### src/hdl/cpea_pkg.sv
package cpea_pkg;

	localparam logic [1:0] OP_VERTEX = 2'd0;
	localparam logic [1:0] OP_EDGE   = 2'd1;
	localparam logic [1:0] OP_PAIR   = 2'd2;
	localparam logic [1:0] OP_COMM   = 2'd3;

	typedef struct packed {
		logic [1:0]  op;
		logic [7:0]  ca;
		logic [7:0]  cb;
		logic [15:0] in_deg;
		logic [15:0] out_deg;
		logic [9:0]  idx;
	} cmd_t;

endpackage

### src/hdl/cpea_front.sv
module cpea_front
	import cpea_pkg::*;
#(
	parameter int COMMUNITIES = 256,
	parameter int DEGREE_BITS = 16
) (
	input  logic        clk,
	input  logic        arst_n,
	input  logic        in_valid,
	output logic        in_ready,
	input  logic [1:0]  op,
	input  logic [7:0]  comm_a,
	input  logic [7:0]  comm_b,
	input  logic [15:0] in_degree,
	input  logic [15:0] out_degree,
	input  logic [9:0]  pair_index,
	output logic        q_valid,
	input  logic        q_ready,
	output cmd_t        q_cmd
);
	localparam int QD = 2;

	cmd_t       fifo_q [QD];
	logic       wp_q, rp_q;
	logic [1:0] cnt_q;
	cmd_t       c;
	logic [15:0] dmask;

	// community reduce: restoring remainder against shifted copies of the constant count
	function automatic logic [7:0] comm_reduce(input logic [7:0] v);
		logic [23:0] r;
		r = {16'd0, v};
		for (int i = 7; i >= 0; i--) begin
			if (r >= (24'(COMMUNITIES) << i)) r = r - (24'(COMMUNITIES) << i);
		end
		return r[7:0];
	endfunction

	always_comb begin
		dmask = (DEGREE_BITS >= 16) ? 16'hFFFF : 16'((17'd1 << DEGREE_BITS) - 17'd1);
		c.op      = op;
		c.ca      = comm_reduce(comm_a);
		c.cb      = comm_reduce(comm_b);
		c.in_deg  = in_degree & dmask;
		c.out_deg = out_degree & dmask;
		c.idx     = pair_index;
	end

	assign in_ready = (cnt_q != 2'(QD));
	assign q_valid  = (cnt_q != 2'd0);
	assign q_cmd    = fifo_q[rp_q];

	always_ff @(posedge clk) begin
		if (in_valid && in_ready) fifo_q[wp_q] <= c;
	end

	always_ff @(posedge clk or negedge arst_n) begin
		if (!arst_n) begin
			wp_q  <= 1'b0;
			rp_q  <= 1'b0;
			cnt_q <= 2'd0;
		end else begin
			if (in_valid && in_ready) wp_q <= ~wp_q;
			if (q_valid && q_ready) rp_q <= ~rp_q;
			cnt_q <= cnt_q + 2'(in_valid && in_ready) - 2'(q_valid && q_ready);
		end
	end

endmodule

### config.mk
export PLATFORM = sky130hd
export DESIGN_NAME = cpea_front
export DESIGN_NICKNAME = d
export VERILOG_FILES = /design/src/hdl/cpea_pkg.sv /design/src/hdl/cpea_front.sv
export SDC_FILE = /design/constraint.sdc
export NUM_CORES = 1
export LEC_CHECK = 0
export BUFFER_PORTS_ARGS = -buffer_cell sky130_fd_sc_hd__clkbuf_2
export CAP_MARGIN = 20
export CORE_AREA = 10 10 110 112
export CTS_CLUSTER_DIAMETER = 200
export CTS_CLUSTER_SIZE = 8
export DETAILED_ROUTE_END_ITERATION = 10
export DIE_AREA = 0 0 120 122
export PLACE_DENSITY = 0.75
export SYNTH_ARGS = -nofsm -noshare
export SYNTH_HDL_FRONTEND = slang
export SYNTH_SLANG_ARGS = --single-unit
### constraint.sdc
create_clock -name clk -period 7.3 [get_ports clk]
set_clock_uncertainty 0.05 [all_clocks]
set_input_delay 1.095 -clock clk [delete_from_list [all_inputs] [get_ports clk]]
set_output_delay 1.095 -clock clk [all_outputs]
set_load 0.05 [all_outputs]
==> metrics.log, run 1 <==
INFO  metric status = complete, no violations
INFO  metric clock.fmax = slightly below 300 MHz
INFO  metric max_fanout_on_critical_path = 36
INFO  metric r2r_cells = 4
INFO  metric worst_path_max_delay_cell = dfrtp_4
INFO  metric post-dp-hpwl = approximately 5700 um
INFO  metric fp.dieH = approximately 120 um
INFO  metric seq_area_frac_synth = 76.7%
INFO  metric clock_insertion_delay_worst_skew = between 500 and 600 ps
INFO  metric route.antenna.remaining_nets = 0
INFO  metric cts-resized-gates = 0
INFO  metric totalWireLength = about 8600 um
INFO  metric most_common_cell_after_layout_fill_and_taps_aside = clkbuf_2
INFO  metric grt_max_degree = 62
INFO  metric grt_antenna_before_repair = 0
INFO  metric avgSynthCellArea = ~24 um2
INFO  metric fin_setup_tns = 0 ps
INFO  metric root_buffer = clkbuf_8
INFO  metric worst_hold_path_type = in2async
INFO  metric count_of_different_cell_masters_after_synthesis = 16
INFO  metric drcViolationCount = 0
INFO  metric cts_setup_buffers = 0
INFO  metric route.detailed.wl_per_inst = about 17 um
INFO  metric cts_num_sinks = roughly 120
INFO  metric globalRouteOverflowTotal = 0
INFO  metric synth-seq-cells = 124
INFO  metric arrival_time_worst_endpoint = approximately 2200 ps
INFO  metric timing.critical_path.from_type = register
INFO  metric clkSlewWorstSetupHoldPaths = 50 ps
INFO  metric synth_cells = slightly above 200
INFO  metric cell_area_synth = between 0.004 and 0.005 mm2
INFO  metric critical_path.max_stage_delay = between 700 and 800 ps
INFO  metric critPathBufInv = 2
INFO  metric stdcell_area = 0.00614 mm2
INFO  metric clock_tree.buffer_depth = 2
INFO  metric die_area = roughly 0.015 mm2
INFO  metric design.core.area = between 0.01 and 0.015 mm2
INFO  metric syn2layout_area_growth = 27.1%
INFO  metric worst_path_cell_trace = buf_16 -> mux2_2 -> clkbuf_2
INFO  metric via_count_of_the_first_global_routing_pass = ~2600
INFO  metric power.density = just over 500 mW/mm2
INFO  metric cts_max_level = 4
INFO  metric maxSlewViolCount = 0
INFO  metric cts_tree = done
INFO  metric r2r-end = fifo_q[0][22]$_DFFE_PP_
INFO  metric io_buffer_count = 125
INFO  metric crit_required = 6150 ps
INFO  metric vdd.ir_drop.worst = about 0.26 mV
INFO  metric start_util = approximately half
INFO  metric timing.rr.start = cnt_q[1]$_DFF_PN0_
INFO  metric vias_per_cell = roughly 4.7
INFO  metric finalWeightedCongestion = 0.665
INFO  metric detailedPlace.worstSlack = roughly 4300 ps
INFO  metric dpl_cell_area = 0.00552 mm2
INFO  metric yosys_warnings = 0
INFO  metric timing.critical_path.from = rp_q$_DFFE_PN0P_
INFO  metric global_route_wire_length_before_repair = roughly 13000 um
INFO  metric dr.first_iter.drc_count = approximately 110
INFO  metric timing.max_cap.violations = 0
INFO  metric layout.cells.most_common_list = clkbuf_2, edfxtp_1, mux2_4
INFO  metric die_x = between 100 and 150 um
INFO  metric worst_setup_end_kind = output pin
INFO  metric num_vias = roughly 2300
INFO  metric post-route-period-util = between 40% and 50%
INFO  metric pin_count = ~130
INFO  metric mappedNetlistNets = 270
INFO  metric cts_buffers = 17
INFO  metric antenna-diode-count = 0
INFO  metric post-route-worst-setup-slack = just under 4000 ps
INFO  metric worstSetupPathType = reg2out
INFO  metric timing_worst_slew_pin_value = about 830 ps
INFO  metric hold-worst-slack = about 330 ps
INFO  metric finish.net_count = 410
INFO  metric rows = 37
INFO  metric grtUsageTotal = 12.1%
INFO  metric final_layout_size_suffix_gt1_share = between 60% and 70%
INFO  metric cts_hold_buf = 0
INFO  metric static-leakage-power = roughly 2.5 nW
INFO  metric rsz0062_at_grt = no
INFO  metric critical-path-top-delay-family = flip-flops
INFO  metric detailedRoute.firstPassIterationCount = 4
INFO  metric final_hold_viol_count = 0
INFO  metric fin_crit = between 3000 and 4000 ps
INFO  metric slew_headroom = 44.4%
INFO  metric reg_to_reg_slack_setup = 5440 ps
INFO  metric finalSetupViolations = 0
==> kinds of logic (layout without fill, tap and decap cells) <==
group	after synthesis	in the layout	share of synthesized area, %
adder cells (fa/ha/maj)	2	2	0.518
multiplexers	60	60	18.6
buffers and inverters	8	161	2.80
AND/OR/NAND/NOR	6	6	0.725
XOR/XNOR	4	4	0.725
flip-flops	124	124	76.7
==> sequential cells by signal (all words and copies together), names as in the netlist <==
| register | cells |
|---|---|
| rp_q | 1 |
| wp_q | 1 |
| fifo_q | 120 |
| cnt_q | 2 |
==> worst max path at each step <==
stage,endpoint,cells past startpoint,slack (ps)
final,q_cmd[59],3,3940
after global routing,q_cmd[59],3,3820
after CTS,q_cmd[59],2,3740
after detailed placement,q_cmd[59],2,4280
after global placement,q_cmd[59],2,4300
after floorplan,fifo_q[0][0]$_DFFE_PP_,2,3050
==> per-stage QoR <==
stage | cells | total power, mW | util (%)
floorplan | 204 | 2.14 | -
global placement | 460 | 2.30 | 55.0
CTS | 492 | 3.14 | 60.8
global route | 493 | 3.25 | 61.1
finish | 493 | 3.11 | 61.1
detailed placement | 460 | 2.32 | 55.0
==> cells in the mapped netlist <==
library cell | number | share of area (%)
and3_1 | 1 | 0.13
dfrtp_1 | 4 | 2.1
edfxtp_1 | 120 | 75
or2_1 | 1 | 0.13
xnor2_1 | 3 | 0.54
buf_6 | 1 | 0.23
xor2_1 | 1 | 0.18
mux2_2 | 1 | 0.23
inv_1 | 1 | 0.078
and2_4 | 1 | 0.18
nor2_1 | 1 | 0.078
buf_12 | 6 | 2.5
nand2_1 | 1 | 0.078
nand2b_1 | 1 | 0.13
ha_1 | 2 | 0.52
mux2_4 | 59 | 18
==> layout make-up <==
cell class,count,area [um2]
fillers,721,3910
flip-flops and latches,124,3710
multi-input cells,72,1000
repair buffers,128,668
clock buffers,24,470
well taps,136,170
clock inverters,8,118
inverters,1,3.75
==> metal layers <==
layer	global-route usage [%]	wire [um]	vias up
met4	5.43	114	0
met3	6.94	873	12
met1	12.8	3300	1119
met2	19.4	4260	104
li1	-	-	1089
met5	0	0	-
==> where the power goes <==
| part | internal [mW] | switching (mW) |
|---|---|---|
| Clock | 0.544 | 0.276 |
| Sequential | 0.979 | 0.0814 |
| Combinational | 0.398 | 0.828 |
Power figures use the tool's default switching activity.
==> run 2: changes to the inputs <==
- clock period: 7.3 -> 3.2 ns (I/O delays scaled with it)
==> run 2 against run 1 <==
- design area up 0.26%
- routed wire length up 1.6%
- via count down 1.3%
- critical endpoint is now q_cmd[45]
- largest power group unchanged
- highest routed layer unchanged
==> metrics.log, run 2 (same netlist as run 1, synthesis figures left out) <==
INFO  metric timing.max_cap.violations = 0 (unchanged)
INFO  metric n_fill_cell = 755 (+4.7%)
INFO  metric detailedRoute.firstPassIterationCount = 4 (unchanged)
INFO  metric globalRouteOverflowTotal = 0 (unchanged)
INFO  metric io_buffer_count = 125 (unchanged)
INFO  metric clock.fmax = around 360 MHz
INFO  metric finalSetupViolations = 0 (unchanged)
INFO  metric pin_count = 126 (unchanged)
INFO  metric flip_flop_count_of_the_largest_register_after_layout = 120 (unchanged)
INFO  metric route.detailed.wl_per_inst = 17.6 um (+1.4%)
INFO  metric grt_max_degree = 41 (-34%)
INFO  metric slew_headroom = 49.1% (+4.6 points)
INFO  metric start_util = 48.1% (unchanged)
INFO  metric post-dp-hpwl = 6170 um (+7.7%)
INFO  metric finish.net_count = 411 (+0.24%)
INFO  metric max_fanout_on_critical_path = 40 (+11%)
INFO  metric clkSlewWorstSetupHoldPaths = 50 ps (about the same)
INFO  metric die_x = 120 um (unchanged)
INFO  metric drcViolationCount = 0 (unchanged)
INFO  metric crit_required = 2670 ps (-3480 ps)
INFO  metric global_route_wire_length_before_repair = 13400 um (-0.97%)
INFO  metric timing.critical_path.from_type = register
INFO  metric top_register = fifo_q
INFO  metric cts_num_sinks = 124 (unchanged)
INFO  metric fin_setup_tns = 0 ps (unchanged)
INFO  metric syn2layout_area_growth = 27.4%
INFO  metric cts-resized-gates = 0 (unchanged)
INFO  metric finalWeightedCongestion = 0.685 (+3.1%)
INFO  metric cts_tree = done
INFO  metric worst_hold_path_type = in2reg
INFO  metric via_count_of_the_first_global_routing_pass = 2624 (+0.50%)
INFO  metric worstSetupPathType = reg2out
INFO  metric num_vias = 2293 (-1.3%)
INFO  metric timing_worst_slew_pin_value = 764 ps (-69.3 ps)
INFO  metric grtUsageTotal = 12.1% (-0.019 points)
INFO  metric rows = 37 (unchanged)
INFO  metric clock_insertion_delay_worst_skew = 500 ps (about the same)
INFO  metric fin_util = 61.3% (+0.16 points)
INFO  metric route.antenna.remaining_nets = 0 (unchanged)
INFO  metric layout_top_registers = fifo_q (120), cnt_q (2)
INFO  metric final_hold_viol_count = 0 (unchanged)
INFO  metric vias_per_cell = 4.64 (-1.5%)
INFO  metric clock_tree.buffer_depth = 2 (unchanged)
INFO  metric most_common_cell_after_layout_fill_and_taps_aside = clkbuf_2
INFO  metric final_layout_size_suffix_gt1_share = 60.7% (-0.95 points)
INFO  metric layout.cells.most_common_list = clkbuf_2, edfxtp_1, mux2_4
INFO  metric rsz0062_at_grt = no
INFO  metric die_area = 0.0146 mm2 (unchanged)
INFO  metric fp.dieH = 122 um (unchanged)
INFO  metric totalWireLength = 8690 um (+1.6%)
INFO  metric cts_max_level = 4 (unchanged)
INFO  metric static-leakage-power = 2.53 nW (about the same)
INFO  metric design.core.area = 0.0100 mm2 (unchanged)
INFO  metric arrival_time_worst_endpoint = 2270 ps (+60 ps)
INFO  metric root_buffer = clkbuf_8
INFO  metric vdd.ir_drop.worst = 0.785 mV (+200%)
INFO  metric cts_buffers = 17 (unchanged)
INFO  metric worst_setup_end_kind = output pin
INFO  metric fin_crit = around 2800 ps
INFO  metric post-route-period-util = ~90%
INFO  metric power.density = 1150 mW/mm2 (+130%)
INFO  metric grt_antenna_before_repair = 1 (+1)
INFO  metric dr.first_iter.drc_count = 121 (+11%)
INFO  metric status = complete, no violations
INFO  metric maxSlewViolCount = 0 (unchanged)
==> run 2: cell count changes in the layout (fill, tap and decap cells not counted), sizes merged <==
cell,delta
dlygate4sd3,+1
clkbuf,-6
diode,+2
clkinvlp,-1
clkinv,+4
bufinv,+1
==> run 2: final timing paths <==
check                                         from                      end  slack, ps  cells after the start
worst max-delay path              rp_q$_DFFE_PN0P_                q_cmd[45]        400                      3
worst min-delay path                     comm_a[4]  fifo_q[0][54]$_DFFE_PP_        120                      1
worst max register to register  cnt_q[1]$_DFF_PN0_  fifo_q[0][38]$_DFFE_PP_       1260                      4
worst min register to register  cnt_q[0]$_DFF_PN0_       cnt_q[0]$_DFF_PN0_        460                      1
max in group asynchronous                   arst_n         rp_q$_DFFE_PN0P_       2650                      2
min in group asynchronous                   arst_n       cnt_q[0]$_DFF_PN0_        290                      2
==> run 2: final cells by class <==
type | instances | area [um2] | area share, %
flip-flops and latches | 124 | 3710 | 60.2
diodes | 2 | 5.00 | 0.0813
well taps | 136 | 170 | 2.76
multi-input cells | 72 | 1000 | 16.3
clock buffers | 18 | 418 | 6.79
inverters | 1 | 3.75 | 0.0610
clock inverters | 12 | 154 | 2.50
repair buffers | 129 | 696 | 11.3
==> run 2: routing by layer <==
layer / vias to the layer above / wire (um) / global-route usage [%]
li1: 1094 / - / -
met1: 1108 / 3320 / 12.2
met2: 84 / 4500 / 20.2
met3: 7 / 790 / 6.85
met4: 0 / 76 / 5.20
met5: - / 0 / 0
==> run 2: what timing repair did <==
item | CTS | global route
hold buffers | 1 | 0
hold endpoints to repair | 4 | 0
setup buffers | 0 | 0
==> run 2: per-stage QoR <==
stage               cell area (um2)  cells  setup WS (ps)  hold WS (ps)  total power, mW
floorplan                      4830    204            134           134             4.87
global placement               5570    461            881           254             5.28
detailed placement             5570    461            868           250             5.32
CTS                            6150    492            326          91.3             7.17
global route                   6150    492            259          85.4             7.38
finish                         6150    494            398           119             7.07
==> run 2: worst max-delay path, stage by stage, from the launching register on <==
cell and delay (ps):
dfrtp_4 900, buf_12 290, mux2_4 320, clkbuf_2 240
==> run 2: report_power, final <==
part	internal (mW)	switching, mW
Sequential	2.23	0.233
Combinational	0.927	1.85
Clock	1.23	0.598
Total	4.39	2.68
==> run 3: changes to the inputs <==
- CORE_AREA: 10 10 110 112 -> 10 10 105 117
- DIE_AREA: 0 0 120 122 -> 0 0 115 127
==> run 3 against run 2 <==
- setup slack improved by 64 ps
- core utilization rose by 0.24 points
- final cell count fell by 2.2%
- critical path depth did not move
- worst hold slack improved by 93 ps
- register-to-register slack improved by 40 ps
- critical path type unchanged
==> metrics.log, run 3 (same netlist as run 1, synthesis figures left out) <==
INFO  metric design.core.area = 0.0101 mm2 (about the same)
INFO  metric global_route_wire_length_before_repair = 13900 um (+4.0%)
INFO  metric start_util = 48.1% (about the same)
INFO  metric worst_setup_end_kind = output pin
INFO  metric hold-worst-slack = 212 ps (+93.5 ps)
INFO  metric timing.max_cap.violations = 0 (unchanged)
INFO  metric most_common_cell_after_layout_fill_and_taps_aside = clkbuf_2
INFO  metric pin_count = 126 (unchanged)
INFO  metric globalRouteOverflowTotal = 0 (unchanged)
INFO  metric arrival_time_worst_endpoint = 2210 ps (-60 ps)
INFO  metric cts_num_sinks = 124 (unchanged)
INFO  metric totalWireLength = 8990 um (+3.4%)
INFO  metric cts_setup_buffers = 0 (unchanged)
INFO  metric dp_cells = 450 (-2.4%)
INFO  metric num_vias = 2359 (+2.9%)
INFO  metric internal_power = 4.51 mW (+2.7%)
INFO  metric net_switching_component_of_the_power = 2.72 mW (+1.7%)
INFO  metric fin_setup_tns = 0 ps (unchanged)
INFO  metric detailedPlace.worstSlack = 864 ps (-4.13 ps)
INFO  metric power.density = 1170 mW/mm2 (+1.9%)
INFO  metric status = complete, no violations
INFO  metric final_hold_viol_count = 0 (unchanged)
INFO  metric finalSetupViolations = 0 (unchanged)
INFO  metric fin_crit = 2740 ps (-64.1 ps)
INFO  metric timing_worst_slew_pin_value = 715 ps (-49.6 ps)
INFO  metric fin_util = 61.5% (+0.24 points)
INFO  metric vias_per_cell = 4.88 (+5.2%)
INFO  metric finish.cell_count_without_fillers = 483 (-2.2%)
INFO  metric grtUsageTotal = 12.7% (+0.58 points)
INFO  metric clock_insertion_delay_worst_skew = 400 ps (-100 ps)
INFO  metric cts_tree = done
INFO  metric syn2layout_area_growth = 28.0%
INFO  metric vdd.ir_drop.worst = 0.969 mV (+23%)
INFO  metric flip_flop_count_of_the_largest_register_after_layout = 120 (unchanged)
INFO  metric top_register = fifo_q
INFO  metric cts_buffers = 17 (unchanged)
INFO  metric crit_required = 2670 ps (about the same)
INFO  metric via_count_of_the_first_global_routing_pass = 2721 (+3.7%)
INFO  metric power.share.combinational = 38.7% (-0.6 points)
INFO  metric fp.dieH = 127 um (+4.1%)
INFO  metric post-route-worst-setup-slack = 462 ps (+64.1 ps)
INFO  metric route.detailed.wl_per_inst = 18.6 um (+5.8%)
INFO  metric clock.fmax = 365 MHz (+2.3%)
INFO  metric static-leakage-power = 2.54 nW (+0.57%)
INFO  metric worst_hold_path_type = in2reg
INFO  metric layout.cells.most_common_list = clkbuf_2, edfxtp_1, mux2_4
INFO  metric finalWeightedCongestion = 0.681 (-0.67%)
INFO  metric worstSetupPathType = reg2out
INFO  metric grt_antenna_before_repair = 0 (-1)
INFO  metric dr.first_iter.drc_count = 78 (-36%)
INFO  metric post-route-period-util = 85.6% (-2.0 points)
INFO  metric share_seq_of_total_power = 33.6% (-1.2 points)
INFO  metric rows = 39 (+5.4%)
INFO  metric cts_max_level = 4 (unchanged)
INFO  metric final_layout_size_suffix_gt1_share = 61.7% (+0.99 points)
INFO  metric maxSlewViolCount = 0 (unchanged)
INFO  metric antenna-diode-count = 0 (-2)
INFO  metric stdcell_area = 0.00618 mm2 (+0.45%)
INFO  metric route.antenna.remaining_nets = 0 (unchanged)
INFO  metric netSwitchingFraction = 37.7% (-0.22 points)
INFO  metric timing.critical_path.from_type = register
INFO  metric finalPower = 7.23 mW (+2.3%)
INFO  metric grt_max_degree = 34 (-17%)
INFO  metric clkSlewWorstSetupHoldPaths = 60 ps (about the same)
INFO  metric slew_headroom = 52.4% (+3.3 points)
INFO  metric detailedRoute.firstPassIterationCount = 4 (unchanged)
INFO  metric die_x = 115 um (-4.2%)
INFO  metric layout_top_registers = fifo_q (120), cnt_q (2)
INFO  metric dpl_cell_area = 0.00554 mm2 (-0.47%)
INFO  metric drcViolationCount = 0 (unchanged)
INFO  metric root_buffer = clkbuf_16
INFO  metric clock_tree.buffer_depth = 2 (unchanged)
INFO  metric max_fanout_on_critical_path = 29 (-28%)
INFO  metric cts-resized-gates = 0 (unchanged)
INFO  metric io_buffer_count = 125 (unchanged)
INFO  metric rsz0062_at_grt = no
INFO  metric post-dp-hpwl = 6300 um (+2.1%)
INFO  metric finish.net_count = 413 (+0.49%)
INFO  metric power.clock.fraction = 27.8% (+1.9 points)
INFO  metric die_area = 0.0146 mm2 (-0.24%)
-- run 3: cell types whose count changed in the layout (fill, tap and decap cells not counted), moves of 2 or more --
cell / previous run / this run
buf_4: 0 / 4
clkinvlp_4: 0 / 4
clkinv_1: 5 / 2
buf_12: 3 / 1
diode_2: 2 / 0
-- run 3: area by class of cell --
cell class | instances | area [um2]
inverter | 1 | 3.75
sequential | 124 | 3710
clock buffer | 19 | 433
multi-input combinational | 72 | 1000
clock inverter | 13 | 198
timing repair buffer | 131 | 686
fill | 737 | 3870
tap | 123 | 154
-- run 3: layer usage --
layer	track usage (%)	vias up	wire length [um]
li1	-	1098	-
met1	12.7	1165	3290
met2	21.2	76	4800
met3	5.99	20	681
met4	6.71	0	218
met5	0	-	0
-- run 3: path summary, 6_finish.rpt --
path                                    startpoint                      end  slack, ps  depth (start not counted)
worst max-delay path              rp_q$_DFFE_PN0P_                q_cmd[59]        460                          3
worst min-delay path                     comm_a[7]  fifo_q[0][57]$_DFFE_PP_        210                          1
worst max register to register  cnt_q[1]$_DFF_PN0_   fifo_q[1][3]$_DFFE_PP_       1300                          3
worst min register to register  cnt_q[0]$_DFF_PN0_       cnt_q[0]$_DFF_PN0_        470                          1
max in group asynchronous                   arst_n         rp_q$_DFFE_PN0P_       2570                          2
min in group asynchronous                   arst_n       cnt_q[0]$_DFF_PN0_        370                          2
-- run 3: timing repair --
item / 4_1_cts / 5_1_grt
hold buffers: 1 / 0
hold endpoints to repair: 4 / 0
endpoints found under the setup margin: 0 / 0
-- run 3: critical path, cell delays in order (launching register included) --
cell and delay [ps]:
dfrtp_4 770, buf_4 410, mux2_2 370, clkbuf_2 240
-- run 3: power groups by stage --
stage / clock network (mW) / registers [mW] / logic [mW]
6_report: 2.01 / 2.43 / 2.80
5_1_grt: 2.12 / 2.47 / 2.93
4_1_cts: 2.05 / 2.44 / 2.84
3_5_place_dp: 0 / 2.47 / 2.84
3_3_place_gp: 0 / 2.44 / 2.81
2_1_floorplan: 0 / 2.34 / 2.53
